`config.mk`:
```
export PLATFORM = sky130hd
export DESIGN_NAME = servo_pulse_width_decoder_unit
export DESIGN_NICKNAME = d
export VERILOG_FILES = /design/src/spwd_pkg.sv /design/src/servo_pulse_width_decoder_unit.sv /design/src/spwd_serdiv.sv
export SDC_FILE = /design/constraint.sdc
export NUM_CORES = 1
export LEC_CHECK = 0
export BUFFER_PORTS_ARGS = -buffer_cell sky130_fd_sc_hd__buf_4
export CELL_PAD_IN_SITES_DETAIL_PLACEMENT = 2
export CELL_PAD_IN_SITES_GLOBAL_PLACEMENT = 2
export CORE_MARGIN = 3
export CORE_UTILIZATION = 38
export CTS_CLUSTER_DIAMETER = 120
export DETAILED_ROUTE_END_ITERATION = 6
export PLACE_DENSITY_LB_ADDON = 0.2
export SYNTH_ARGS = -nofsm -noshare
export SYNTH_HDL_FRONTEND = slang
export SYNTH_SLANG_ARGS = --single-unit
```
`constraint.sdc`:
```
create_clock -name clk -period 6.5 [get_ports clk]
set_clock_uncertainty 0.15 [all_clocks]
set_input_delay 1.625 -clock clk [delete_from_list [all_inputs] [get_ports clk]]
set_output_delay 1.625 -clock clk [all_outputs]
set_load 0.03 [all_outputs]
```
`src/spwd_pkg.sv`:
```
// ----------------------------------------------------------------------------
// spwd_pkg
// Shared widths, constants and types of the servo pulse width decoder.
// ----------------------------------------------------------------------------
package spwd_pkg;

  localparam int COUNT_W    = 32;
  localparam int US_MUL_W   = 20;
  localparam int NUM_W      = COUNT_W + US_MUL_W;
  localparam int RATE_W     = 24;
  localparam int PULSE_W    = 16;
  localparam int ANGLE_W    = 11;
  localparam int ANG_PROD_W = PULSE_W + ANGLE_W;
  localparam int DIV_STEP_W = $clog2(NUM_W);
  localparam int CFG_IDX_W  = 2;

  localparam logic [US_MUL_W-1:0] US_PER_SEC = US_MUL_W'(1000000);
  localparam logic [ANGLE_W-1:0]  FULL_ANGLE = ANGLE_W'(1800);

  localparam logic [RATE_W-1:0]  RESET_TICKS_PER_SEC = RATE_W'(1000000);
  localparam logic [PULSE_W-1:0] RESET_PULSE_MIN     = PULSE_W'(1000);
  localparam logic [PULSE_W-1:0] RESET_PULSE_MAX     = PULSE_W'(2000);

  typedef enum logic [CFG_IDX_W-1:0] {
    CFG_TICKS_PER_SEC = 2'd0,
    CFG_PULSE_MIN     = 2'd1,
    CFG_PULSE_MAX     = 2'd2
  } cfg_reg_t;

  // Status of the shared serial divider.
  typedef struct packed {
    logic busy;
    logic done;
  } div_stat_t;

endpackage

```
`src/servo_pulse_width_decoder_unit.sv`:
```
// Ticks and pin updates without a falling edge: result in the output register
// in the cycle after acceptance, one word per cycle while the output drains and
// no config write is on the port. Falling edge: up to two 52-step passes of the
// shared bit-serial divider; the next word waits until the result is registered.
// A write of either pulse limit holds off input while the angle is recomputed.
// Synchronous reset restores register defaults and clears counter, pulse and pin level.
// ----------------------------------------------------------------------------
// servo_pulse_width_decoder_unit
// Measures the high time of a servo PWM pin in timer ticks and reports the
// pulse width in microseconds and the servo angle in tenths of a degree.
// ----------------------------------------------------------------------------
module servo_pulse_width_decoder_unit (
  input  logic                             clk,
  input  logic                             rst,
  input  logic                             s_axis_tvalid,
  output logic                             s_axis_tready,
  input  logic [7:0]                       s_axis_tdata,  // [0] pin_level
  input  logic                             s_axis_tuser,  // [0] cmd
  output logic                             m_axis_tvalid,
  input  logic                             m_axis_tready,
  output logic [31:0]                      m_axis_tdata,  // [15:0] pulse_us,
                                                          // [26:16] angle_decidegrees
  output logic                             m_axis_tuser,  // [0] pulse_updated
  input  logic                             cfg_valid,
  output logic                             cfg_ready,
  input  logic [spwd_pkg::CFG_IDX_W-1:0]   cfg_index,
  input  logic [spwd_pkg::RATE_W-1:0]      cfg_data
);

  localparam int CountW = spwd_pkg::COUNT_W;
  localparam int NumW   = spwd_pkg::NUM_W;
  localparam int RateW  = spwd_pkg::RATE_W;
  localparam int PulseW = spwd_pkg::PULSE_W;
  localparam int AngleW = spwd_pkg::ANGLE_W;
  localparam int AProdW = spwd_pkg::ANG_PROD_W;

  typedef enum logic [2:0] {
    ST_IDLE,
    ST_US_MUL,
    ST_US_DIV,
    ST_ANG_SETUP,
    ST_ANG_DIV,
    ST_RESULT
  } state_t;

  state_t state;

  logic [RateW-1:0]  tick_rate;
  logic [PulseW-1:0] min_width_us;
  logic [PulseW-1:0] max_width_us;
  logic              angle_stale;

  logic              previous_level;
  logic [CountW-1:0] tick_count;
  logic [PulseW-1:0] pulse_width;
  logic [AngleW-1:0] angle;
  logic              from_cfg;

  logic [NumW-1:0]   product;
  logic              div_start;
  spwd_pkg::div_stat_t div_stat;
  logic [PulseW-1:0] div_quot;
  logic              div_ovf;

  logic              out_valid;
  logic [PulseW-1:0] out_pulse;
  logic [AngleW-1:0] out_angle;
  logic              out_updated;

  logic              in_fire;
  logic              out_free;
  logic              cfg_fire;
  logic              cmd;
  logic              level;
  logic              falling;
  logic [NumW-1:0]   us_prod;
  logic [PulseW-1:0] ang_diff;
  logic [AProdW-1:0] ang_prod;
  logic [RateW-1:0]  span;

  assign cmd      = s_axis_tuser;
  assign level    = s_axis_tdata[0];
  assign falling  = cmd & ~level & previous_level;
  assign out_free = ~out_valid | m_axis_tready;

  // Items wait while a config write is on the port, but the port is always ready,
  // so a write can still land while a conversion is in flight.
  assign s_axis_tready = (state == ST_IDLE) && !angle_stale && !cfg_valid && out_free;
  assign in_fire       = s_axis_tvalid & s_axis_tready;
  assign cfg_ready     = 1'b1;
  assign cfg_fire      = cfg_valid & cfg_ready;

  assign us_prod  = NumW'(tick_count) * NumW'(spwd_pkg::US_PER_SEC);
  assign ang_diff = pulse_width - min_width_us;
  assign ang_prod = AProdW'(ang_diff) * AProdW'(spwd_pkg::FULL_ANGLE);
  assign span     = RateW'(max_width_us - min_width_us);

  always_ff @(posedge clk) begin
    if (rst) begin
      tick_rate    <= spwd_pkg::RESET_TICKS_PER_SEC;
      min_width_us <= spwd_pkg::RESET_PULSE_MIN;
      max_width_us <= spwd_pkg::RESET_PULSE_MAX;
    end else if (cfg_fire) begin
      unique case (cfg_index)
        spwd_pkg::CFG_TICKS_PER_SEC: tick_rate    <= cfg_data;
        spwd_pkg::CFG_PULSE_MIN:     min_width_us <= cfg_data[PulseW-1:0];
        spwd_pkg::CFG_PULSE_MAX:     max_width_us <= cfg_data[PulseW-1:0];
        default: ;
      endcase
    end
  end

  always_ff @(posedge clk) begin
    if (rst) begin
      state          <= ST_IDLE;
      angle_stale    <= 1'b0;
      previous_level <= 1'b0;
      tick_count     <= '0;
      pulse_width    <= '0;
      angle          <= '0;
      from_cfg       <= 1'b0;
      div_start      <= 1'b0;
      out_valid      <= 1'b0;
    end else begin
      div_start <= 1'b0;
      if (out_valid && m_axis_tready) begin
        out_valid <= 1'b0;
      end

      // A new limit invalidates the cached angle; the write wins over a clear.
      if (cfg_fire && (cfg_index == spwd_pkg::CFG_PULSE_MIN ||
                       cfg_index == spwd_pkg::CFG_PULSE_MAX)) begin
        angle_stale <= 1'b1;
      end else if (state == ST_IDLE && angle_stale) begin
        angle_stale <= 1'b0;
      end

      unique case (state)
        ST_IDLE: begin
          if (angle_stale) begin
            from_cfg <= 1'b1;
            state    <= ST_ANG_SETUP;
          end else if (in_fire) begin
            if (!cmd) begin
              if (tick_count != '1) begin
                tick_count <= tick_count + 1'b1;
              end
            end else begin
              previous_level <= level;
              if (level && !previous_level) begin
                tick_count <= '0;
              end
            end
            if (falling) begin
              from_cfg <= 1'b0;
              state    <= ST_US_MUL;
            end else begin
              out_valid   <= 1'b1;
              out_pulse   <= pulse_width;
              out_angle   <= angle;
              out_updated <= 1'b0;
            end
          end
        end
        ST_US_MUL: begin
          product <= us_prod;
          if (tick_rate == '0) begin
            pulse_width <= '0;
            state       <= ST_ANG_SETUP;
          end else begin
            div_start <= 1'b1;
            state     <= ST_US_DIV;
          end
        end
        ST_US_DIV: begin
          if (div_stat.done) begin
            pulse_width <= div_quot;
            state       <= ST_ANG_SETUP;
          end
        end
        ST_ANG_SETUP: begin
          if (max_width_us <= min_width_us || pulse_width <= min_width_us) begin
            angle <= '0;
            state <= from_cfg ? ST_IDLE : ST_RESULT;
          end else begin
            product   <= NumW'(ang_prod);
            div_start <= 1'b1;
            state     <= ST_ANG_DIV;
          end
        end
        ST_ANG_DIV: begin
          if (div_stat.done) begin
            if (div_ovf || div_quot > PulseW'(spwd_pkg::FULL_ANGLE)) begin
              angle <= spwd_pkg::FULL_ANGLE;
            end else begin
              angle <= div_quot[AngleW-1:0];
            end
            state <= from_cfg ? ST_IDLE : ST_RESULT;
          end
        end
        ST_RESULT: begin
          if (out_free) begin
            out_valid   <= 1'b1;
            out_pulse   <= pulse_width;
            out_angle   <= angle;
            out_updated <= 1'b1;
            state       <= ST_IDLE;
          end
        end
        default: state <= ST_IDLE;
      endcase
    end
  end

  spwd_serdiv u_div (
    .clk      (clk),
    .rst      (rst),
    .start    (div_start),
    .numer    (product),
    .denom    ((state == ST_US_DIV) ? tick_rate : span),
    .stat     (div_stat),
    .quot     (div_quot),
    .quot_ovf (div_ovf)
  );

  assign m_axis_tvalid = out_valid;
  assign m_axis_tdata  = {(32 - PulseW - AngleW)'(0), out_angle, out_pulse};
  assign m_axis_tuser  = out_updated;

`ifndef SYNTHESIS
  a_accept_idle : assert property (@(posedge clk) disable iff (rst)
    s_axis_tvalid && s_axis_tready |-> state == ST_IDLE)
    else $error("word accepted while a conversion is in flight");

  a_div_done_owned : assert property (@(posedge clk) disable iff (rst)
    div_stat.done |-> (state == ST_US_DIV || state == ST_ANG_DIV))
    else $error("divider finished with no conversion waiting for it");

  a_angle_range : assert property (@(posedge clk) disable iff (rst)
    m_axis_tvalid |-> m_axis_tdata[26:16] <= spwd_pkg::FULL_ANGLE)
    else $error("angle beyond full scale");

  a_start_idle_div : assert property (@(posedge clk) disable iff (rst)
    div_start |-> !div_stat.busy)
    else $error("divider restarted while busy");
`endif

endmodule

```
`src/spwd_serdiv.sv`:
```
// ----------------------------------------------------------------------------
// spwd_serdiv
// Restoring divider that retires one quotient bit per cycle. Keeps the low
// quotient bits and flags any set bit above them.
// ----------------------------------------------------------------------------
module spwd_serdiv (
  input  logic                         clk,
  input  logic                         rst,
  input  logic                         start,
  input  logic [spwd_pkg::NUM_W-1:0]   numer,
  input  logic [spwd_pkg::RATE_W-1:0]  denom,
  output spwd_pkg::div_stat_t          stat,
  output logic [spwd_pkg::PULSE_W-1:0] quot,
  output logic                         quot_ovf
);

  localparam int NumW  = spwd_pkg::NUM_W;
  localparam int RateW = spwd_pkg::RATE_W;
  localparam int QW    = spwd_pkg::PULSE_W;
  localparam int StepW = spwd_pkg::DIV_STEP_W;

  logic             busy;
  logic             done;
  logic [RateW-1:0] rem;
  logic [RateW-1:0] den;
  logic [NumW-1:0]  num;
  logic [StepW-1:0] step;
  logic [RateW:0]   trial;
  logic [RateW:0]   diff;
  logic             fits;

  // The partial remainder stays below the divisor, so a negative difference
  // always shows in the top bit.
  assign trial = {rem, num[NumW-1]};
  assign diff  = trial - {1'b0, den};
  assign fits  = ~diff[RateW];

  always_ff @(posedge clk) begin
    if (rst) begin
      busy <= 1'b0;
      done <= 1'b0;
    end else begin
      done <= 1'b0;
      if (start) begin
        busy     <= 1'b1;
        rem      <= '0;
        den      <= denom;
        num      <= numer;
        quot     <= '0;
        quot_ovf <= 1'b0;
        step     <= '0;
      end else if (busy) begin
        rem      <= fits ? diff[RateW-1:0] : trial[RateW-1:0];
        num      <= {num[NumW-2:0], 1'b0};
        quot     <= {quot[QW-2:0], fits};
        quot_ovf <= quot_ovf | quot[QW-1];
        step     <= step + 1'b1;
        if (step == StepW'(NumW - 1)) begin
          busy <= 1'b0;
          done <= 1'b1;
        end
      end
    end
  end

  assign stat.busy = busy;
  assign stat.done = done;

endmodule
```
==> results.md <==
- Vias: 18200
- Placer Congestion: between 0.8 and 0.9
- Clock share of power: about 43%
- Post-synthesis sequential area ratio: ~34%
- Die X: between 200 and 300 um
- Largest net degree at the start of global routing: between 70 and 80
- Nets: between 3000 and 4000
- Top post-synthesis cells by area: edfxtp_1 (24%), ha_1 (15%), fa_1 (13%)
- Floorplan core area: ~0.064 mm^2
- Top-area cell type share of the netlist area: between 20 and 25%
- Synth Instances: between 2000 and 2500
- Crit-path most repeated cell: fa_1
- Placement Rows: between 90 and 100
- Crit path cell chain: inv_1 -> fa_1 -> inv_1 -> fa_1 -> fa_1 -> fa_1 -> ha_1 -> inv_1 -> fa_1 -> inv_1 -> ha_1 -> a21oi_1 -> nor2b_1 -> o21a_1 -> a2111o_1 -> a211oi_2 -> nor3_1 -> a2111oi_4 -> xor2_1 -> nor2_1
- Critical Path End Type: register
- RSZ-0062 raised after global routing: yes
- CTS clk-pin slew, worst paths: 0.06 ns
- Pleak: between 0.01 and 0.015 uW
- Critical Path RT: 6.61 ns
- Yosys reg bits: between 300 and 400
- Sw Pwr: between 1500 and 2000 uW
- Netlist Area Pre-Place: 0.0246 mm^2
- Most frequent cell after synthesis: inv_1
- Net Sw Frac: around 28%
- CP startpoint kind: register
- CP max stage delay: between 0.5 and 0.6 ns
- Top sig layer: met4
- Tcrit/Tclk final: between 90% and 100%
- Number of I/O pins: 76
- M1 wire length: approximately 32000 um
- Final Hold Viols: 0
- Worst slew margin: between 10% and 20%
- EDFF count, synth: slightly below 200
- Power per cell area: just over 200 mW/mm^2
- Status: finished, final reports clean
- CTS tree: yes
- Int Power: around 4200 uW
- CTS H-Tree Depth: 2
- GRT overflow: 0
- 1st-pass router iterations: 4
- Die area: roughly 0.068 mm^2
- First-pass GRT wire length: approximately 110000 um
- Total of max-cap violations: 0
- Critical path class: reg -> reg
- Initial Util: 38.7%
- First DRT Iteration DRCs: between 800 and 900
- Routed length per instance: just over 20 um
- Tmin final: a little over 6 ns
- HP Class: reg -> reg
- CTS Buffer Depth: 3
- Met3 wire len: between 1500 and 2000 um
- DP Worst Slack: around 0.10 ns
- Final ANT Viol Nets: 0
- Share of cells above drive strength 1: roughly 11%
- Die height: ~260 um
- HPWL Detailed: 55500 um
- Vias in the first global route: 20600
- Setup Viol. Count Final: 0
- Syn avg cell area: 9.99 um^2
- Async S/R FF share, synth: 0%
- Most used DFF post-synth: edfxtp_1
- Clk root buf: clkbuf_16
- Yosys Warn Count: 0
- Initial antenna violation count: 2
- Total GRT Usage: 21.3%
- Hold WS: between 0.2 and 0.3 ns
- Reg power frac: 39.0%
- Area growth syn-to-layout: 13.6%
- Setup bufs post-CTS: 0
- Clk sinks: around 320
- Post-route DRC: 0
- Fin worst setup slack: 0.272 ns
- Met2 wire len: ~36000 um
- Via-to-Cell Ratio: 5.30
- Worst slew pin tran: ~1.3 ns
- Wirelength, routed: 71500 um
- # hold bufs at CTS: 0
- CTS Buf Count: between 40 and 50
- Yosys cell types: between 80 and 90
- Worst skew pair latency: about 0.59 ns
- Crit Path Max Fanout: 5
- Max Fclk: around 0.16 GHz
- Slew Limit Fails: 0
- Area leader, netlist: edfxtp_1
- CP max stage cell: fa_1
- Most instantiated cells after synthesis: inv_1 (309), ha_1 (303), nand2_1 (241)
- Logic pwr share: about 18%
- WP data arrival: approximately 6.3 ns
- Port Buffers: 62
- VDD IR max: approximately 0.15 mV
## path summary, 6_finish.rpt
path / slack [ns] / endpoint / cells after the start / from
max: 0.27 / product[48] / 20 / tick_count[5]
min: 0.29 / out_angle[5] / 0 / angle[5]
max reg2reg: 0.27 / product[48] / 20 / tick_count[5]
min reg2reg: 0.29 / out_angle[5] / 0 / angle[5]
## layout by cell type (no fill, tap or decap), types with 8 or more instances in the layout
cell type  instances
o21a_1            10
nand4_1           17
o31ai_1           10
o21ai_0           91
and2_1            14
and3_1            17
nand2b_1          17
or3_1             12
fa_1             162
ha_1             303
dfxtp_1          124
a21oi_1          177
clkbuf_16         44
nor2_1           139
o21bai_1          14
a21o_1            43
mux2_2            49
a31oi_1           11
nor4_1            13
inv_1            308
nand3_1           77
xor2_1            37
nor3_1            28
a22o_1             9
nor2b_1           34
a21boi_0           8
clkbuf_1           9
or4_1              8
nand2_1          241
buf_4            124
a211oi_1           8
edfxtp_1         197
o211ai_1          12
xnor2_1           80
## timing repair
item	in CTS	in global routing
resized for setup	0	20
hold endpoints to repair	0	0
endpoints found under the setup margin	0	14
## state kept, by name, summed over array words and instances (netlist names), 6 cells and up
register	count
angle	11
max_width_us	16
min_width_us	16
out_angle	11
out_pulse	16
product	49
pulse_width	16
tick_count	32
tick_rate	24
u_div.den	24
u_div.num	49
u_div.quot	16
u_div.rem	24
u_div.step	6
## cells by family after synthesis
kind of cell,count (synthesis),share of synthesized area (%)
simple gates,651,12.5
compound gates,467,12.0
fa+ha+maj,465,28.6
buf+inv,385,6.00
flops,322,34.2
xor+xnor,120,4.27
mux,52,2.36
other cells,2,0.0305
## worst max-delay path, delay by kind of cell (launching register included)
family	cells	cell delay (ns)
buffers and inverters	4	0.30
XOR/XNOR	1	0.17
flip-flops	1	0.33
AND/OR/NAND/NOR	3	0.24
AO/OA/AOI/OAI	5	1.46
adder cells (fa/ha/maj)	7	3.25
## power by group through the flow
| stage | registers [uW] | clock network (uW) | logic, uW |
|---|---|---|---|
| 2_1_floorplan | 2290 | 0 | 668 |
| 3_3_place_gp | 2290 | 0 | 939 |
| 3_5_place_dp | 2290 | 0 | 1000 |
| 4_1_cts | 2250 | 2570 | 1020 |
| 5_1_grt | 2250 | 2660 | 1140 |
| 6_report | 2250 | 2500 | 1010 |
## final cells by class
| cell class | instances | area, um^2 |
|---|---|---|
| flip-flops and latches | 322 | 8420 |
| well taps | 846 | 1060 |
| clock inverters | 19 | 299 |
| fillers | 6710 | 35600 |
| clock buffers | 56 | 1180 |
| repair buffers | 125 | 951 |
| inverters | 309 | 1160 |
| multi-input cells | 1761 | 14900 |
| diodes | 1 | 2.50 |
## stage by stage
step	TNS, ns	util [%]	power (uW)	std cells	cell area [um^2]
after CTS	0	43.8	5840	3438	27900
after floorplan	0	-	2960	2468	24600
after global placement	0	41.5	3230	3363	26400
after detailed placement	0	41.5	3290	3363	26400
after global routing	-0.0183	44.0	6050	3438	27900
final	0	44.0	5760	3439	27900
## metal layers
metal | GRT usage (%) | vias to the layer above
met5 | 0 | -
met4 | 5.67 | 0
met2 | 38.1 | 207
li1 | - | 8664
met1 | 27.3 | 9260
met3 | 2.51 | 96
Note: power is estimated with default switching activity, not from simulation.
